### src/rtl/uuld_pkg.sv
// Shared types, constants and helpers for the uudecode line decoder.
// No dependencies; used by uu_line_decoder, uuld_checker, uu_decode_checker and tb_top.
package uuld_pkg;

    typedef enum logic [1:0] {
        ST_IDLE,
        ST_HEAD,
        ST_SHIFT,
        ST_TAIL
    } uuld_state_t;

    localparam logic [31:0] CAP_RESET   = 32'hFFFF_FFFF;
    localparam logic [7:0]  CHAR_LF     = 8'h0A;
    localparam logic [7:0]  CHAR_CR     = 8'h0D;
    localparam logic [7:0]  CHAR_OFFSET = 8'd32;
    localparam logic        KIND_DATA   = 1'b0;
    localparam logic        KIND_FINISH = 1'b1;

    // (byte - 32) & 0x3f
    function automatic logic [5:0] sextet(input logic [7:0] b);
        logic [7:0] d;
        d = b - CHAR_OFFSET;
        return d[5:0];
    endfunction

endpackage

### src/rtl/uu_line_decoder.sv
// uu_line_decoder: streaming uudecode, one encoded byte per input beat.
// Depends on uuld_pkg.
//
//  Channel | Dir | Beat carries
//  --------+-----+-----------------------------------------------------------
//  s_      | in  | tdata[7:0] encoded byte, tlast end of encoded buffer
//  m_      | out | tdata[7:0] decoded byte, tdata[39:8] running total,
//          |     | tuser result kind (data / finish), tlast last of input beat
//  cfg_    | in  | output capacity, written while cfg_we is high
//
// Steps: each input beat is accepted, then takes a header step and a tail step;
//   a body byte also passes once through the shift unit, a short line closed
//   by CR/LF is padded out there with zero sextets, and end of input inside an
//   open line pads it out from the tail step before the finish report.
// The shared 12-bit shift/extract unit does one sextet per cycle unless stalled.
// Reset (aresetn low, synchronous): decoder state cleared, capacity all ones.
// A result waits in the output register; shift and finish steps hold while it
// is full and not taken. The next beat is accepted while a result still waits.
module uu_line_decoder (
    input  logic        aclk,
    input  logic        aresetn,
    // input beats
    input  logic        s_tvalid,
    output logic        s_tready,
    input  logic [7:0]  s_tdata,   // [7:0] in_byte
    input  logic        s_tlast,   // end_of_input
    // results
    output logic        m_tvalid,
    input  logic        m_tready,
    output logic [39:0] m_tdata,   // [7:0] out_byte, [39:8] total_bytes
    output logic        m_tuser,   // result_kind
    output logic        m_tlast,   // last_of_run
    // configuration
    input  logic        cfg_we,
    input  logic [31:0] cfg_wdata  // output_capacity
);
    import uuld_pkg::*;

    uuld_state_t state_reg, state_next;

    // latched input beat
    logic [7:0]  byte_reg;
    logic        eoi_reg;
    logic [7:0]  byte_next;
    logic        eoi_next;

    // decoder state
    logic [31:0] cap_reg, cap_next;
    logic        in_body_reg, in_body_next;
    logic        fin_reg, fin_next;
    logic [5:0]  left_reg, left_next;
    logic [5:0]  buf_reg, buf_next;
    logic [2:0]  cnt_reg, cnt_next;
    logic [31:0] emitted_reg, emitted_next;
    logic        pad_reg, pad_next;   // padding a closed line with zero sextets

    // output register
    logic        m_valid_reg, m_valid_next;
    logic        m_kind_reg, m_kind_next;
    logic [7:0]  m_byte_reg, m_byte_next;
    logic [31:0] m_total_reg, m_total_next;
    logic        m_last_reg, m_last_next;

    // shared shift unit
    logic [5:0]  sext;
    logic [11:0] acc;
    logic [3:0]  cnt_sum;
    logic        full;
    logic [2:0]  rem_bits;
    logic [11:0] keep_mask;
    logic [7:0]  ext_byte;
    logic [5:0]  buf_new;

    logic        out_free;
    logic        is_eol;
    logic [5:0]  nb;
    logic        cap_hit;
    logic [31:0] emitted_inc;
    logic [31:0] room;
    logic [5:0]  clamp_len;
    logic        active;
    logic [5:0]  left_dec;

    assign s_tready = (state_reg == ST_IDLE);
    assign m_tvalid = m_valid_reg;
    assign m_tdata  = {m_total_reg, m_byte_reg};
    assign m_tuser  = m_kind_reg;
    assign m_tlast  = m_last_reg;

    assign out_free = !m_valid_reg || m_tready;
    assign is_eol   = (byte_reg == CHAR_LF) || (byte_reg == CHAR_CR);
    assign nb       = sextet(byte_reg);

    // capacity checks and line-length clamp
    assign cap_hit     = (emitted_reg >= cap_reg);
    assign emitted_inc = emitted_reg + 32'd1;
    assign room        = cap_reg - emitted_reg;
    assign clamp_len   = ((room[31:6] == 26'd0) && (room[5:0] < nb)) ? room[5:0] : nb;

    // one sextet into the bit buffer; a byte comes out once 8 bits are there
    assign sext      = pad_reg ? 6'd0 : nb;
    assign acc       = {buf_reg, sext};
    assign cnt_sum   = {1'b0, cnt_reg} + 4'd6;
    assign full      = cnt_sum[3];
    assign rem_bits  = cnt_sum[2:0];
    assign keep_mask = (12'd1 << rem_bits) - 12'd1;
    assign ext_byte  = 8'(acc >> rem_bits);
    assign buf_new   = full ? acc[5:0] & keep_mask[5:0] : acc[5:0];

    assign active   = in_body_reg && (left_reg != 6'd0) && !fin_reg;
    assign left_dec = left_reg - 6'd1;

    always_comb begin
        state_next   = state_reg;
        byte_next    = byte_reg;
        eoi_next     = eoi_reg;
        cap_next     = cfg_we ? cfg_wdata : cap_reg;
        in_body_next = in_body_reg;
        fin_next     = fin_reg;
        left_next    = left_reg;
        buf_next     = buf_reg;
        cnt_next     = cnt_reg;
        emitted_next = emitted_reg;
        pad_next     = pad_reg;
        m_valid_next = m_valid_reg && !m_tready;
        m_kind_next  = m_kind_reg;
        m_byte_next  = m_byte_reg;
        m_total_next = m_total_reg;
        m_last_next  = m_last_reg;

        unique case (state_reg)
            ST_IDLE: begin
                if (s_tvalid) begin
                    byte_next  = s_tdata;
                    eoi_next   = s_tlast;
                    state_next = ST_HEAD;
                end
            end

            ST_HEAD: begin
                state_next = ST_TAIL;
                if (!fin_reg) begin
                    if (!in_body_reg) begin
                        // length byte; CR/LF before a line are skipped
                        if (!is_eol) begin
                            if (nb == 6'd0 || cap_hit) begin
                                fin_next = 1'b1;
                            end else begin
                                left_next    = clamp_len;
                                in_body_next = 1'b1;
                                buf_next     = 6'd0;
                                cnt_next     = 3'd0;
                            end
                        end
                    end else if (is_eol) begin
                        if (left_reg != 6'd0) begin
                            pad_next   = 1'b1;
                            state_next = ST_SHIFT;
                        end else begin
                            in_body_next = 1'b0;
                            buf_next     = 6'd0;
                            cnt_next     = 3'd0;
                        end
                    end else begin
                        pad_next   = 1'b0;
                        state_next = ST_SHIFT;
                    end
                end
            end

            ST_SHIFT: begin
                if (out_free) begin
                    if (active) begin
                        if (full) begin
                            if (cap_hit) begin
                                fin_next = 1'b1;
                            end else begin
                                emitted_next = emitted_inc;
                                left_next    = left_dec;
                                if (emitted_inc == cap_reg) begin
                                    fin_next = 1'b1;
                                end
                                if (left_dec == 6'd0) begin
                                    buf_next = 6'd0;
                                    cnt_next = 3'd0;
                                end else begin
                                    buf_next = buf_new;
                                    cnt_next = rem_bits;
                                end
                                m_valid_next = 1'b1;
                                m_kind_next  = KIND_DATA;
                                m_byte_next  = ext_byte;
                                m_total_next = emitted_inc;
                                // more results follow on end of input or while padding
                                m_last_next  = !(eoi_reg || (pad_reg && (left_dec != 6'd0)
                                                 && (emitted_inc != cap_reg)));
                            end
                        end else begin
                            buf_next = buf_new;
                            cnt_next = rem_bits;
                        end
                    end
                    if (pad_reg) begin
                        if (!(in_body_next && (left_next != 6'd0) && !fin_next)) begin
                            // line closed: drop leftover bits
                            in_body_next = 1'b0;
                            left_next    = 6'd0;
                            buf_next     = 6'd0;
                            cnt_next     = 3'd0;
                            pad_next     = 1'b0;
                            state_next   = ST_TAIL;
                        end
                    end else begin
                        state_next = ST_TAIL;
                    end
                end
            end

            ST_TAIL: begin
                if (eoi_reg && in_body_reg && !fin_reg && (left_reg != 6'd0)) begin
                    pad_next   = 1'b1;
                    state_next = ST_SHIFT;
                end else if (eoi_reg) begin
                    if (out_free) begin
                        m_valid_next = 1'b1;
                        m_kind_next  = KIND_FINISH;
                        m_byte_next  = 8'd0;
                        m_total_next = emitted_reg;
                        m_last_next  = 1'b1;
                        in_body_next = 1'b0;
                        fin_next     = 1'b0;
                        left_next    = 6'd0;
                        buf_next     = 6'd0;
                        cnt_next     = 3'd0;
                        emitted_next = 32'd0;
                        pad_next     = 1'b0;
                        state_next   = ST_IDLE;
                    end
                end else begin
                    state_next = ST_IDLE;
                end
            end

            default: state_next = ST_IDLE;
        endcase
    end

    always_ff @(posedge aclk) begin
        if (!aresetn) begin
            state_reg   <= ST_IDLE;
            cap_reg     <= CAP_RESET;
            in_body_reg <= 1'b0;
            fin_reg     <= 1'b0;
            left_reg    <= 6'd0;
            buf_reg     <= 6'd0;
            cnt_reg     <= 3'd0;
            emitted_reg <= 32'd0;
            pad_reg     <= 1'b0;
            m_valid_reg <= 1'b0;
        end else begin
            state_reg   <= state_next;
            cap_reg     <= cap_next;
            in_body_reg <= in_body_next;
            fin_reg     <= fin_next;
            left_reg    <= left_next;
            buf_reg     <= buf_next;
            cnt_reg     <= cnt_next;
            emitted_reg <= emitted_next;
            pad_reg     <= pad_next;
            m_valid_reg <= m_valid_next;
        end
    end

    // payload, no reset
    always_ff @(posedge aclk) begin
        byte_reg    <= byte_next;
        eoi_reg     <= eoi_next;
        m_kind_reg  <= m_kind_next;
        m_byte_reg  <= m_byte_next;
        m_total_reg <= m_total_next;
        m_last_reg  <= m_last_next;
    end

endmodule

### config.mk
export PLATFORM = sky130hd
export DESIGN_NAME = uu_line_decoder
export DESIGN_NICKNAME = d
export VERILOG_FILES = /design/src/rtl/uuld_pkg.sv /design/src/rtl/uu_line_decoder.sv
export SDC_FILE = /design/constraint.sdc
export NUM_CORES = 1
export LEC_CHECK = 0
export ABC_CLOCK_PERIOD_IN_PS = 8400
export BUFFER_PORTS_ARGS = -buffer_cell sky130_fd_sc_hd__buf_4
export CAP_MARGIN = 20
export CORE_ASPECT_RATIO = 1.4
export CORE_UTILIZATION = 50
export DETAILED_ROUTE_END_ITERATION = 8
export PLACE_DENSITY = 0.69
export SLEW_MARGIN = 30
export SYNTH_ARGS = -nofsm -noshare
export SYNTH_HDL_FRONTEND = slang
export SYNTH_SLANG_ARGS = --single-unit
### constraint.sdc
create_clock -name aclk -period 8.4 [get_ports aclk]
set_clock_uncertainty 0.1 [all_clocks]
set_input_delay 1.68 -clock aclk [delete_from_list [all_inputs] [get_ports aclk]]
set_output_delay 1.68 -clock aclk [all_outputs]
set_load 0.01 [all_outputs]
==> flow_metrics.tcl <==
set metrics [dict create \
    outcome "finished clean" \
    synthTopCellsByArea "dfxtp_1 17%, edfxtp_1 15%, xnor2_1 6.0%" \
    tns_ps 0 \
    critPathMaxFanout 8 \
    fp-row-count 60 \
    synth-edff-count 51 \
    initial_core_util_pct 51.4 \
    dpl_cell_area_sq_um 10700 \
    clock_latency_ps 430 \
    r2r_cells 17 \
    die_h_um 169 \
    clk_path_buf_depth 2 \
    ctsHoldBuffers 0 \
    hold_depth 2 \
    finalHoldViolCount 0 \
    slowest_delay_ps 690 \
    grt_use_total_pct 32.5 \
    pre_cts_ws_ps 3360 \
    synth_top_cell_by_area "dfxtp_1" \
    clockRootBuffer "clkbuf_16" \
    gp_congestion 0.961 \
    fill_cells 1753 \
    cts_tree "built" \
    numCtsBuffers 17 \
    period_share_pct 61.6 \
    grt_setup_unrepaired "no" \
    antenna_found_initial 0 \
    synth_seq_cells 136 \
    post-route-min-period_ps 5170 \
    ff_latch_area_sq_um 3230 \
    worst_slack_ps 3230 \
    grt_pass1_vias 9313 \
    worstPathArrival_ps 5390 \
    ant_nets 0 \
    synthArstFlopShare_pct 0 \
    worstSetupStartpointType "flip-flop" \
    grt_pass1_wl_mm 50.1 \
    min_to "cnt_reg[2]" \
    first_iter_violations 1009 \
    critPathKind "flip-flop to flip-flop" \
    multiInputGateArea_sq_um 6160 \
    drive_above_1_share_pct 13.0 \
    grt_max_degree 53 \
    num_antenna_cells 0 \
    worstHoldPathType "flip-flop to flip-flop" \
    fmax_mhz 193 \
    fin_nets 1365 \
    r2r-start "emitted_reg[3]" \
    die_area_sq_um 20400 \
    syn_area_sq_um 9910 \
    syn_nets 1320 \
    p_leak_nw 4.05 \
    chipWidth_um 121 \
    area_growth_pct 13.6 \
    path_clk_slew_ps 60 \
    path_buf_inv 1 \
    htreeDepth 4 \
    slew_headroom_pct 31.0 \
    core_sq_um 19300 \
    vias 9560 \
    ys.flop_type "dfxtp_1" \
    wire_per_inst_um 21.2 \
    final_area_sq_um 11300 \
    ys_seq_area_share_pct 32.6 \
    reg2reg_to "left_reg[5]" \
    netlist-cell-type-count 86 \
    holdWs_ps 401 \
    avgSynthCellArea_sq_um 8.06 \
    grt-ovfl-total 0 \
    place_hpwl_mm 24.5 \
    irDropWorstVdd_mv 0.149 \
    viasPerCell 6.22 \
    required_ps 8620 \
    totalWireLength_mm 32.5 \
    min_from "cnt_reg[2]" \
    slew_violations 0 \
    cts_setup_buffers 0 \
    setup.worst_path.end_class "flip-flop" \
    path_cells "inv_1 > ha_1 > o211ai_1 > a21o_1 > and2_2 > xnor2_1 > ha_1 > nand2_1 > o2111ai_1 > a211oi_1 > o2111ai_1 > nor4_1 > nand4_1 > or4_1 > or4_1 > mux2_4 > a221o_1" \
    synth_top_area_share_pct 17.2 \
    dr.pass1.iters 6 \
    crit_family "simple AND/OR/NAND/NOR gates" \
    power_density_nw_per_um2 164 \
    yosys_warnings 0 \
    slowest_stage "or4_1" \
    cts-resized-gates 0 \
    cts.sink_count 136 \
    drc_errors 0 \
    syn_inst 1230 \
    tightest_slew_ps 1030 \
    cap_violations 0 \
    r2r_slack_ps 3230 \
    port_buffers 89 \
    setup_viol 0 \
    io_pins 90 \
]
[layout make-up]
| type | count | area share, % |
|---|---|---|
| clock buffers | 19 | 3.93 |
| clock inverters | 13 | 1.41 |
| inverters | 63 | 2.10 |
| multi-input cells | 961 | 54.7 |
| flip-flops and latches | 136 | 28.7 |
| well taps | 248 | 2.75 |
| repair buffers | 96 | 6.40 |
[cell usage in the layout, fill, tap and decap left out, types with 7 or more instances in the layout]
cell type / synthesis / routed
mux2i_1: 37 / 37
nor4_1: 21 / 20
a31oi_1: 10 / 10
edfxtp_1: 51 / 51
nor3_1: 36 / 36
nand4_1: 27 / 27
a211oi_1: 15 / 15
xor2_1: 24 / 24
xnor2_1: 68 / 68
nor2_1: 116 / 116
or3_1: 10 / 10
nand3_1: 51 / 51
o311ai_0: 7 / 7
dfxtp_1: 85 / 85
ha_1: 43 / 43
nand2b_1: 15 / 15
o21a_1: 20 / 20
clkbuf_16: 0 / 17
a21oi_1: 93 / 93
or4_1: 15 / 15
inv_1: 63 / 62
o31ai_1: 7 / 7
o211ai_1: 15 / 15
nand2_1: 141 / 141
and2_1: 10 / 10
o21ai_0: 63 / 63
buf_4: 2 / 96
[cell usage after synthesis, drive strengths merged (10+ instances only)]
cell and instances:
o211ai 16, clkbuf 51, o21ai 70, xor2 24
mux2i 37, and2 12, edfxtp 51, a31oi 10
nand2b 15, nand3 51, o21a 20, nand4 27
a211oi 15, nor4 21, ha 43, or3 11
nor3 36, nand2 142, a21oi 97, xnor2 68
buf 19, inv 63, or4 15, dfxtp 85
nor2 117
[worst min-delay path: cells and delay by family (launching register included)]
| kind | cells | cell delay [ps] |
|---|---|---|
| flip-flops | 1 | 320 |
| AO/OA/AOI/OAI | 1 | 70 |
| AND/OR/NAND/NOR | 1 | 50 |
[cell families after synthesis]
family                   Yosys count  share of synthesized area (%)
flip-flops                       136                           32.6
AO/OA/AOI/OAI                    302                           20.0
XOR/XNOR                          92                           8.13
adder cells (fa/ha/maj)           44                           5.63
AND/OR/NAND/NOR                  477                           23.2
buffers and inverters            133                           5.29
multiplexers                      46                           5.06
[report_power, final]
part / switching (mW) / internal, mW / total, mW / leakage (nW)
sequential: 0.0422 / 0.715 / 0.757 / 1.18
clock: 0.328 / 0.455 / 0.783 / 0.290
combinational: 0.186 / 0.119 / 0.305 / 2.57
total: 0.555 / 1.29 / 1.84 / 4.05
[metrics by stage]
stage / util (%) / cells / total power [mW]
2_1_floorplan: - / 1230 / 0.962
3_3_place_gp: 55.2 / 1504 / 1.07
3_5_place_dp: 55.2 / 1504 / 1.07
4_1_cts: 58.4 / 1536 / 1.85
5_1_grt: 58.4 / 1536 / 1.91
6_report: 58.4 / 1536 / 1.84
[metal layers]
layer  vias up  track usage [%]  wire length, um  share of wire [%]
met1      4414             34.9            11600                 36
met3       140             4.95             1940                6.0
met5         -                0                0                  0
li1       4540                -                -                  -
met2       466             57.5            16500                 51
met4         0             23.4             2410                7.4
[how the worst max path moves through the flow]
stage / startpoint / end / cells past startpoint
final: emitted_reg[3] / left_reg[5] / 17
after global routing: emitted_reg[24] / emitted_reg[9] / 15
after CTS: emitted_reg[3] / left_reg[5] / 17
after detailed placement: emitted_reg[3] / left_reg[3] / 17
after global placement: emitted_reg[3] / left_reg[3] / 17
after floorplan: emitted_reg[24] / emitted_reg[10] / 17
No activity file was read; power rests on OpenSTA's default activity.
